**src/rtl/assert_macros.svh**
```systemverilog
// assertion macros shared by the rtl files
`ifndef ASSERT_MACROS_SVH
`define ASSERT_MACROS_SVH

`ifndef SYNTH
// property must hold at every clock edge outside reset
`define ASSERT_AT(lbl, clk, rst_n, prop) \
    lbl: assert property (@(posedge clk) disable iff (!rst_n) (prop)) \
        else $error("assertion failed");
// expression must never be true outside reset
`define ASSERT_NEVER(lbl, clk, rst_n, expr) \
    lbl: assert property (@(posedge clk) disable iff (!rst_n) !(expr)) \
        else $error("forbidden condition seen");
`else
`define ASSERT_AT(lbl, clk, rst_n, prop)
`define ASSERT_NEVER(lbl, clk, rst_n, expr)
`endif

`endif

```
**src/rtl/ufc_pkg.sv**
```systemverilog
// types, constants and crc helper for the frame checker
package ufc_pkg;

    localparam int unsigned MAX_FRAME_DEF = 8192;
    localparam int unsigned MIN_FRAME     = 12;
    localparam int unsigned HDR_BYTES     = 6;
    localparam int unsigned POS_COMMAND   = 6;
    localparam int unsigned POS_KIND      = 7;

    localparam logic [15:0] CRC_INIT   = 16'hFFFF;
    localparam logic [15:0] CRC_POLY   = 16'hA001;
    localparam logic [47:0] HDR_RESET  = 48'h585858434944;
    localparam logic [7:0]  CMD_FWD    = 8'd6;
    localparam logic [7:0]  KIND_FWD   = 8'd1;

    typedef enum logic [2:0] {
        ST_OK     = 3'd0,
        ST_SIZE   = 3'd1,
        ST_HEADER = 3'd2,
        ST_LENGTH = 3'd3,
        ST_CRC    = 3'd4
    } t_status;

    typedef struct packed {
        logic [7:0] data_byte;
        logic       last_byte;
    } t_in_item;

    typedef struct packed {
        logic [2:0]  status;
        logic [7:0]  command;
        logic [7:0]  kind;
        logic        forward;
        logic [13:0] frame_length;
    } t_out_item;

    // handshake between the input stage and the frame core
    typedef struct packed {
        logic valid;
        logic advance;
    } t_stage_ctl;

    // crc-16/modbus update by one byte, bitwise reflected form
    function automatic logic [15:0] crc16_byte(input logic [15:0] crc,
                                               input logic [7:0]  b);
        logic [15:0] c;
        c = crc ^ {8'h00, b};
        for (int i = 0; i < 8; i++) begin
            c = c[0] ? ((c >> 1) ^ CRC_POLY) : (c >> 1);
        end
        return c;
    endfunction

endpackage

```
**src/rtl/ufc_frame_core.sv**
```systemverilog
// per-frame state: header compare, counters, crc and verdict
`include "assert_macros.svh"
module ufc_frame_core #(
    parameter int unsigned MAX_FRAME = ufc_pkg::MAX_FRAME_DEF
) (
    input  logic                i_clk,
    input  logic                i_rst_n,
    input  ufc_pkg::t_stage_ctl i_ctl,
    input  ufc_pkg::t_in_item   i_item,
    input  logic [47:0]         i_header,
    output logic                o_res_valid,
    output ufc_pkg::t_out_item  o_res
);
    import ufc_pkg::*;

    localparam int unsigned CW = $clog2(MAX_FRAME + 1);

    logic [CW-1:0] r_byte_count, n_byte_count;
    logic [15:0]   r_crc_now, n_crc_now;
    logic [15:0]   r_crc_lag_one, n_crc_lag_one;
    logic [31:0]   r_recent, n_recent;
    logic          r_header_bad, n_header_bad;
    logic [7:0]    r_command, n_command;
    logic [7:0]    r_kind, n_kind;
    logic          r_overflow, n_overflow;

    logic [7:0]    w_want;
    logic [CW-1:0] w_count;
    logic          w_overflow;
    logic          w_header_bad;
    logic [7:0]    w_command;
    logic [7:0]    w_kind;
    logic [31:0]   w_recent;
    t_status       w_status;
    logic          w_last;

    assign w_last = i_ctl.advance && i_item.last_byte;

    // expected header byte for the current position
    always_comb begin
        case (r_byte_count[2:0])
            3'd0:    w_want = i_header[47:40];
            3'd1:    w_want = i_header[39:32];
            3'd2:    w_want = i_header[31:24];
            3'd3:    w_want = i_header[23:16];
            3'd4:    w_want = i_header[15:8];
            3'd5:    w_want = i_header[7:0];
            default: w_want = 8'h00;
        endcase
    end

    always_comb begin
        w_header_bad = r_header_bad ||
                       ((r_byte_count < CW'(HDR_BYTES)) && (w_want != i_item.data_byte));
        w_command    = (r_byte_count == CW'(POS_COMMAND)) ? i_item.data_byte : r_command;
        w_kind       = (r_byte_count == CW'(POS_KIND)) ? i_item.data_byte : r_kind;
        // count saturates at the maximum, further bytes flag an overflow
        if (r_byte_count >= CW'(MAX_FRAME)) begin
            w_overflow = 1'b1;
            w_count    = r_byte_count;
        end else begin
            w_overflow = r_overflow;
            w_count    = r_byte_count + 1'b1;
        end
        w_recent = {r_recent[23:0], i_item.data_byte};

        // crc two bytes back is the current lag-one value
        if (w_overflow || (w_count < CW'(MIN_FRAME))) begin
            w_status = ST_SIZE;
        end else if (w_header_bad) begin
            w_status = ST_HEADER;
        end else if (w_recent[31:16] != 16'(w_count)) begin
            w_status = ST_LENGTH;
        end else if ((w_recent[15:8] != r_crc_lag_one[7:0]) ||
                     (w_recent[7:0] != r_crc_lag_one[15:8])) begin
            w_status = ST_CRC;
        end else begin
            w_status = ST_OK;
        end
    end

    always_comb begin
        n_byte_count  = r_byte_count;
        n_crc_now     = r_crc_now;
        n_crc_lag_one = r_crc_lag_one;
        n_recent      = r_recent;
        n_header_bad  = r_header_bad;
        n_command     = r_command;
        n_kind        = r_kind;
        n_overflow    = r_overflow;
        if (w_last) begin
            n_byte_count  = '0;
            n_crc_now     = CRC_INIT;
            n_crc_lag_one = CRC_INIT;
            n_recent      = '0;
            n_header_bad  = 1'b0;
            n_command     = '0;
            n_kind        = '0;
            n_overflow    = 1'b0;
        end else if (i_ctl.advance) begin
            n_byte_count  = w_count;
            n_crc_now     = crc16_byte(r_crc_now, i_item.data_byte);
            n_crc_lag_one = r_crc_now;
            n_recent      = w_recent;
            n_header_bad  = w_header_bad;
            n_command     = w_command;
            n_kind        = w_kind;
            n_overflow    = w_overflow;
        end
    end

    always_ff @(posedge i_clk) begin
        if (!i_rst_n) begin
            r_byte_count  <= '0;
            r_crc_now     <= CRC_INIT;
            r_crc_lag_one <= CRC_INIT;
            r_recent      <= '0;
            r_header_bad  <= 1'b0;
            r_command     <= '0;
            r_kind        <= '0;
            r_overflow    <= 1'b0;
        end else begin
            r_byte_count  <= n_byte_count;
            r_crc_now     <= n_crc_now;
            r_crc_lag_one <= n_crc_lag_one;
            r_recent      <= n_recent;
            r_header_bad  <= n_header_bad;
            r_command     <= n_command;
            r_kind        <= n_kind;
            r_overflow    <= n_overflow;
        end
    end

    assign o_res_valid        = w_last;
    assign o_res.status       = w_status;
    assign o_res.command      = w_command;
    assign o_res.kind         = w_kind;
    assign o_res.forward      = (w_status == ST_OK) && (w_kind == KIND_FWD) &&
                                (w_command == CMD_FWD);
    assign o_res.frame_length = 14'(w_count);

    `ASSERT_AT(a_clear_after_last, i_clk, i_rst_n, w_last |=> (r_byte_count == '0) && (r_crc_now == CRC_INIT) && !r_overflow)
    `ASSERT_NEVER(a_count_bound, i_clk, i_rst_n, r_byte_count > CW'(MAX_FRAME))
    `ASSERT_AT(a_overflow_at_max, i_clk, i_rst_n, r_overflow |-> (r_byte_count == CW'(MAX_FRAME)))
    `ASSERT_NEVER(a_advance_without_item, i_clk, i_rst_n, i_ctl.advance && !i_ctl.valid)

endmodule

```
**config.mk**
```make
export PLATFORM = sky130hd
export DESIGN_NAME = ufc_frame_core
export DESIGN_NICKNAME = d
export VERILOG_FILES = /design/src/rtl/ufc_pkg.sv /design/src/rtl/ufc_frame_core.sv
export VERILOG_INCLUDE_DIRS = /design/src /design/src/rtl
export SDC_FILE = /design/constraint.sdc
export NUM_CORES = 1
export LEC_CHECK = 0
export BUFFER_PORTS_ARGS = -buffer_cell sky130_fd_sc_hd__buf_4
export CORE_MARGIN = 2
export CORE_UTILIZATION = 60
export CTS_BUF_LIST = sky130_fd_sc_hd__clkbuf_8
export DETAILED_ROUTE_END_ITERATION = 7
export GPL_ROUTABILITY_DRIVEN = 0
export GPL_TIMING_DRIVEN = 0
export PLACE_DENSITY = 0.85
export RECOVER_POWER = 100
export SLEW_MARGIN = 15
export SYNTH_ARGS = -nofsm -noshare
export SYNTH_HDL_FRONTEND = slang
export SYNTH_SLANG_ARGS = --single-unit
```
**constraint.sdc**
```tcl
create_clock -name i_clk -period 6.85 [get_ports i_clk]
set_input_delay 0.3425 -clock i_clk [delete_from_list [all_inputs] [get_ports i_clk]]
set_output_delay 0.3425 -clock i_clk [all_outputs]
set_load 0.01 [all_outputs]
```
==> reports/metrics.yaml <==
global_routing:
  grt_pass1_wl_mm: 22.1
  antenna_found_initial: 0
  overflow: 0
  track_usage_pct: 31.0
  grt_max_degree: 16
  first_global_vias: 4621
synth:
  synthSimpleGateAreaFrac_pct: 21.8
  yosysUniqueCellTypes: 63
  synth_ff_type: "dfxtp_1"
  synth_top_cell_area_share_pct: 32.3
  synthXorXnorAreaFrac_pct: 10.4
  synth_fp_nets: 674
  synthTopCellsByArea: "dfxtp_1, mux2i_1, xnor2_1"
  yosys_register_bits: 83
  synthMuxAreaShare_pct: 16.4
  synth_area_mm2: 0.00514
  syn_inst: 605
  synth_top_family_by_area: "simple AND/OR/NAND/NOR gates"
  synth_seq_area_share_pct: 32.3
  yosys.area_share.adder_pct: 1.95
  async_flop_share_pct: 0
  synth-compound-area-share_pct: 12.2
  synth_top_area_cell: "dfxtp_1"
  synth_warnings: 0
  synth_area_per_cell_um2: 8.50
  synth_edf_count: 0
sta:
  setup_viol: 0
  slew_headroom_pct: 42.7
  fin_skew_ps: 9.35
  rsz0062_at_grt: "no"
  setup-tns-final_ps: 0
  fmax_mhz: 213
  slew_violations: 0
  fin_crit_sh_pct: 68.6
  finalHoldViolCount: 0
  layout_min_cycle_time_ps: 4700
  worst_pin_slew_ps: 860
  fin_hold_ws_ps: 402
setup_path:
  r2r-end: "r_header_bad"
  critPathKind: "register to primary output"
  crit_family: "buffers and inverters"
  crit_required_ps: 6510
  startpoint_type: "register"
  cp.arrival_ps: 4350
  max_stage_delay_ps: 470
  critical_path_buf_inv_count: 4
  crit_chain: "clkbuf_1 -> clkbuf_1 -> inv_1 -> ha_1 -> and3b_1 -> a221o_1 -> or3_1 -> a221o_1 -> nor4_1 -> nor3_1 -> o31ai_1 -> clkbuf_1"
  reg2regPathDepth: 11
  r2r_start: "r_byte_count[2]"
  crit_top_cell: "clkbuf_1"
  critPathSlowestCell: "nor4_1"
  endpoint_kind: "primary output"
  rrSetupSlack_ps: 3020
  startpoint: "r_byte_count[2]"
  critPathMaxFanout: 10
clocking:
  clock_latency_ps: 350
  cts.clk_slew.worst_paths_ps: 90
  clock_path_buffers: 2
  clock_sinks: 83
  cts_tree: "yes"
  ctsResizeCount: 0
  htreeDepth: 3
  hold_buffers: 0
  cts_buffers: 9
  cts_root_buf: "clkbuf_8"
  post_cts_buffers: 0
layout:
  nFillCells: 676
  syn2layout_area_growth_pct: 16.1
  final_cells: 813
  nNetsFinal: 772
  drive_above_1_share_pct: 12.6
  fin_util_pct: 72.3
  diodes: 0
routing:
  ant_nets: 0
  drt_iter0_drc: 453
  wirelength_mm: 14.7
  vias_per_cell: 6.14
  drtPass1Iterations: 6
  wire_per_inst_um: 18.1
  vias: 4989
  post-route-drc-count: 0
power_and_ir_drop:
  combPwrFrac_pct: 19.2
  swShare_pct: 28.8
  power.density_mw_per_mm2: 184
  p_int_uw: 781
  switching_power_uw: 315
  seq_power_share_pct: 47.0
  total_power_mw: 1.10
  leakage_nw: 2.47
  max-vdd-ir-drop_mv: 0.168
  power_frac_clock_pct: 33.8
placement:
  hpwl_mm: 11.0
  port-buffer-count: 87
  placed_cells: 797
min_path:
  whs_path_depth: 3
  hold_path.class: "input pin to register"
  worstHoldStart: "i_item[6]"
  min_to: "r_recent[5]"
floorplan:
  die_y_um: 96.6
  die_w_um: 96.6
  num_rows: 33
  initial_core_util_pct: 62.2
  pin_count: 96
  coreArea_mm2: 0.00826
  die_area_mm2: 0.00932
outcome:
  outcome: "completed"
flow_run:
  drv_cap: 0
placed cells by master (no fill, tap or decap), drive strengths merged, types with 3 or more instances in the layout:
cell type / synthesis / final
dfxtp: 83 / 83
clkbuf: 30 / 77
nor2: 69 / 69
mux2i: 65 / 65
buf: 15 / 65
nand2: 53 / 53
xnor2: 31 / 31
xor2: 25 / 25
nor3: 22 / 22
inv: 19 / 22
o21ai: 18 / 18
a21oi: 17 / 17
mux2: 17 / 17
nor4: 15 / 15
nand3: 12 / 12
a22oi: 9 / 9
ha: 8 / 8
nand4: 7 / 7
nor2b: 7 / 7
or3: 6 / 6
o22ai: 6 / 6
a222oi: 6 / 6
and3: 5 / 5
a221o: 5 / 5
nand4b: 3 / 3
or2: 3 / 3
and3b: 3 / 3
a22o: 3 / 3
or4: 3 / 3
and2: 3 / 3
metal layers:
| layer | part of all wire [%] | wire (um) | vias up | global-route usage, % |
|---|---|---|---|---|
| met5 | 0 | 0 | - | 0 |
| met4 | 3.6 | 526 | 0 | 13.5 |
| met3 | 9.9 | 1460 | 60 | 5.66 |
| met2 | 47 | 6960 | 286 | 53.9 |
| met1 | 39 | 5770 | 2291 | 37.4 |
| li1 | - | - | 2352 | - |
how the worst max path moves through the flow:
stage | to | slack [ps] | cells after the start
after floorplan | o_res[31] | 3570 | 11
after global placement | o_res[31] | 2980 | 12
after detailed placement | o_res[31] | 3030 | 12
after CTS | o_res[31] | 2630 | 12
after global routing | o_res[31] | 1890 | 12
final | o_res[31] | 2150 | 12
cells in the mapped netlist, drive strengths merged (3+ instances only):
cell and number:
or4 3, a22oi 9, nand4b 3, xnor2 31
inv 19, ha 8, a221o 5, dfxtp 83
nand3 12, o22ai 6, and3b 3, or3 6
nor3 22, mux2 17, a22o 3, or2 3
nand4 7, and3 5, a21oi 17, xor2 25
o21ai 18, and2 3, nor2b 7, a222oi 6
nor4 15, nand2 53, buf 15, nor2 69
clkbuf 30, mux2i 65
state kept, by name (all words and copies together), names as in the netlist:
| name | flops |
|---|---|
| r_byte_count | 14 |
| r_command | 8 |
| r_crc_lag_one | 11 |
| r_crc_now | 16 |
| r_header_bad | 1 |
| r_kind | 8 |
| r_overflow | 1 |
| r_recent | 24 |
power by group through the flow:
stage          clock, mW  combinational [mW]  sequential, mW
6_report           0.371               0.211           0.515
5_1_grt            0.395               0.228           0.517
4_1_cts            0.373               0.211           0.515
3_5_place_dp           0               0.208           0.526
3_3_place_gp           0               0.203           0.525
2_1_floorplan          0               0.144           0.522
worst min-delay path, stage by stage:
cell and delay (ps):
buf_4 160, mux2i_1 100, nor2_1 100
stage by stage:
| stage | area, um2 | worst slack, ps |
|---|---|---|
| CTS | 6130 | 2630 |
| detailed placement | 5920 | 3030 |
| global route | 5970 | 1890 |
| global placement | 5920 | 2980 |
| floorplan | 5140 | 3570 |
| finish | 5970 | 2150 |
cells by family after synthesis:
family / after synthesis
muxes: 82
and+or+nand+nor: 221
adders and majority gates: 8
AOI/OAI and AO/OA: 89
DFF: 83
xor gates and xnor gates: 58
buffers and inverters: 64
area by class of cell:
type,count,area (um2),share of cell area (%)
buffer,45,175,2.93
clock buffer,10,138,2.31
clock inverter,6,71.3,1.19
inverter,19,71.3,1.19
multi-input combinational,458,3180,53.3
sequential,83,1660,27.8
tap,105,131,2.20
timing repair buffer,87,537,8.99
Note: power is estimated with default switching activity, not from simulation.
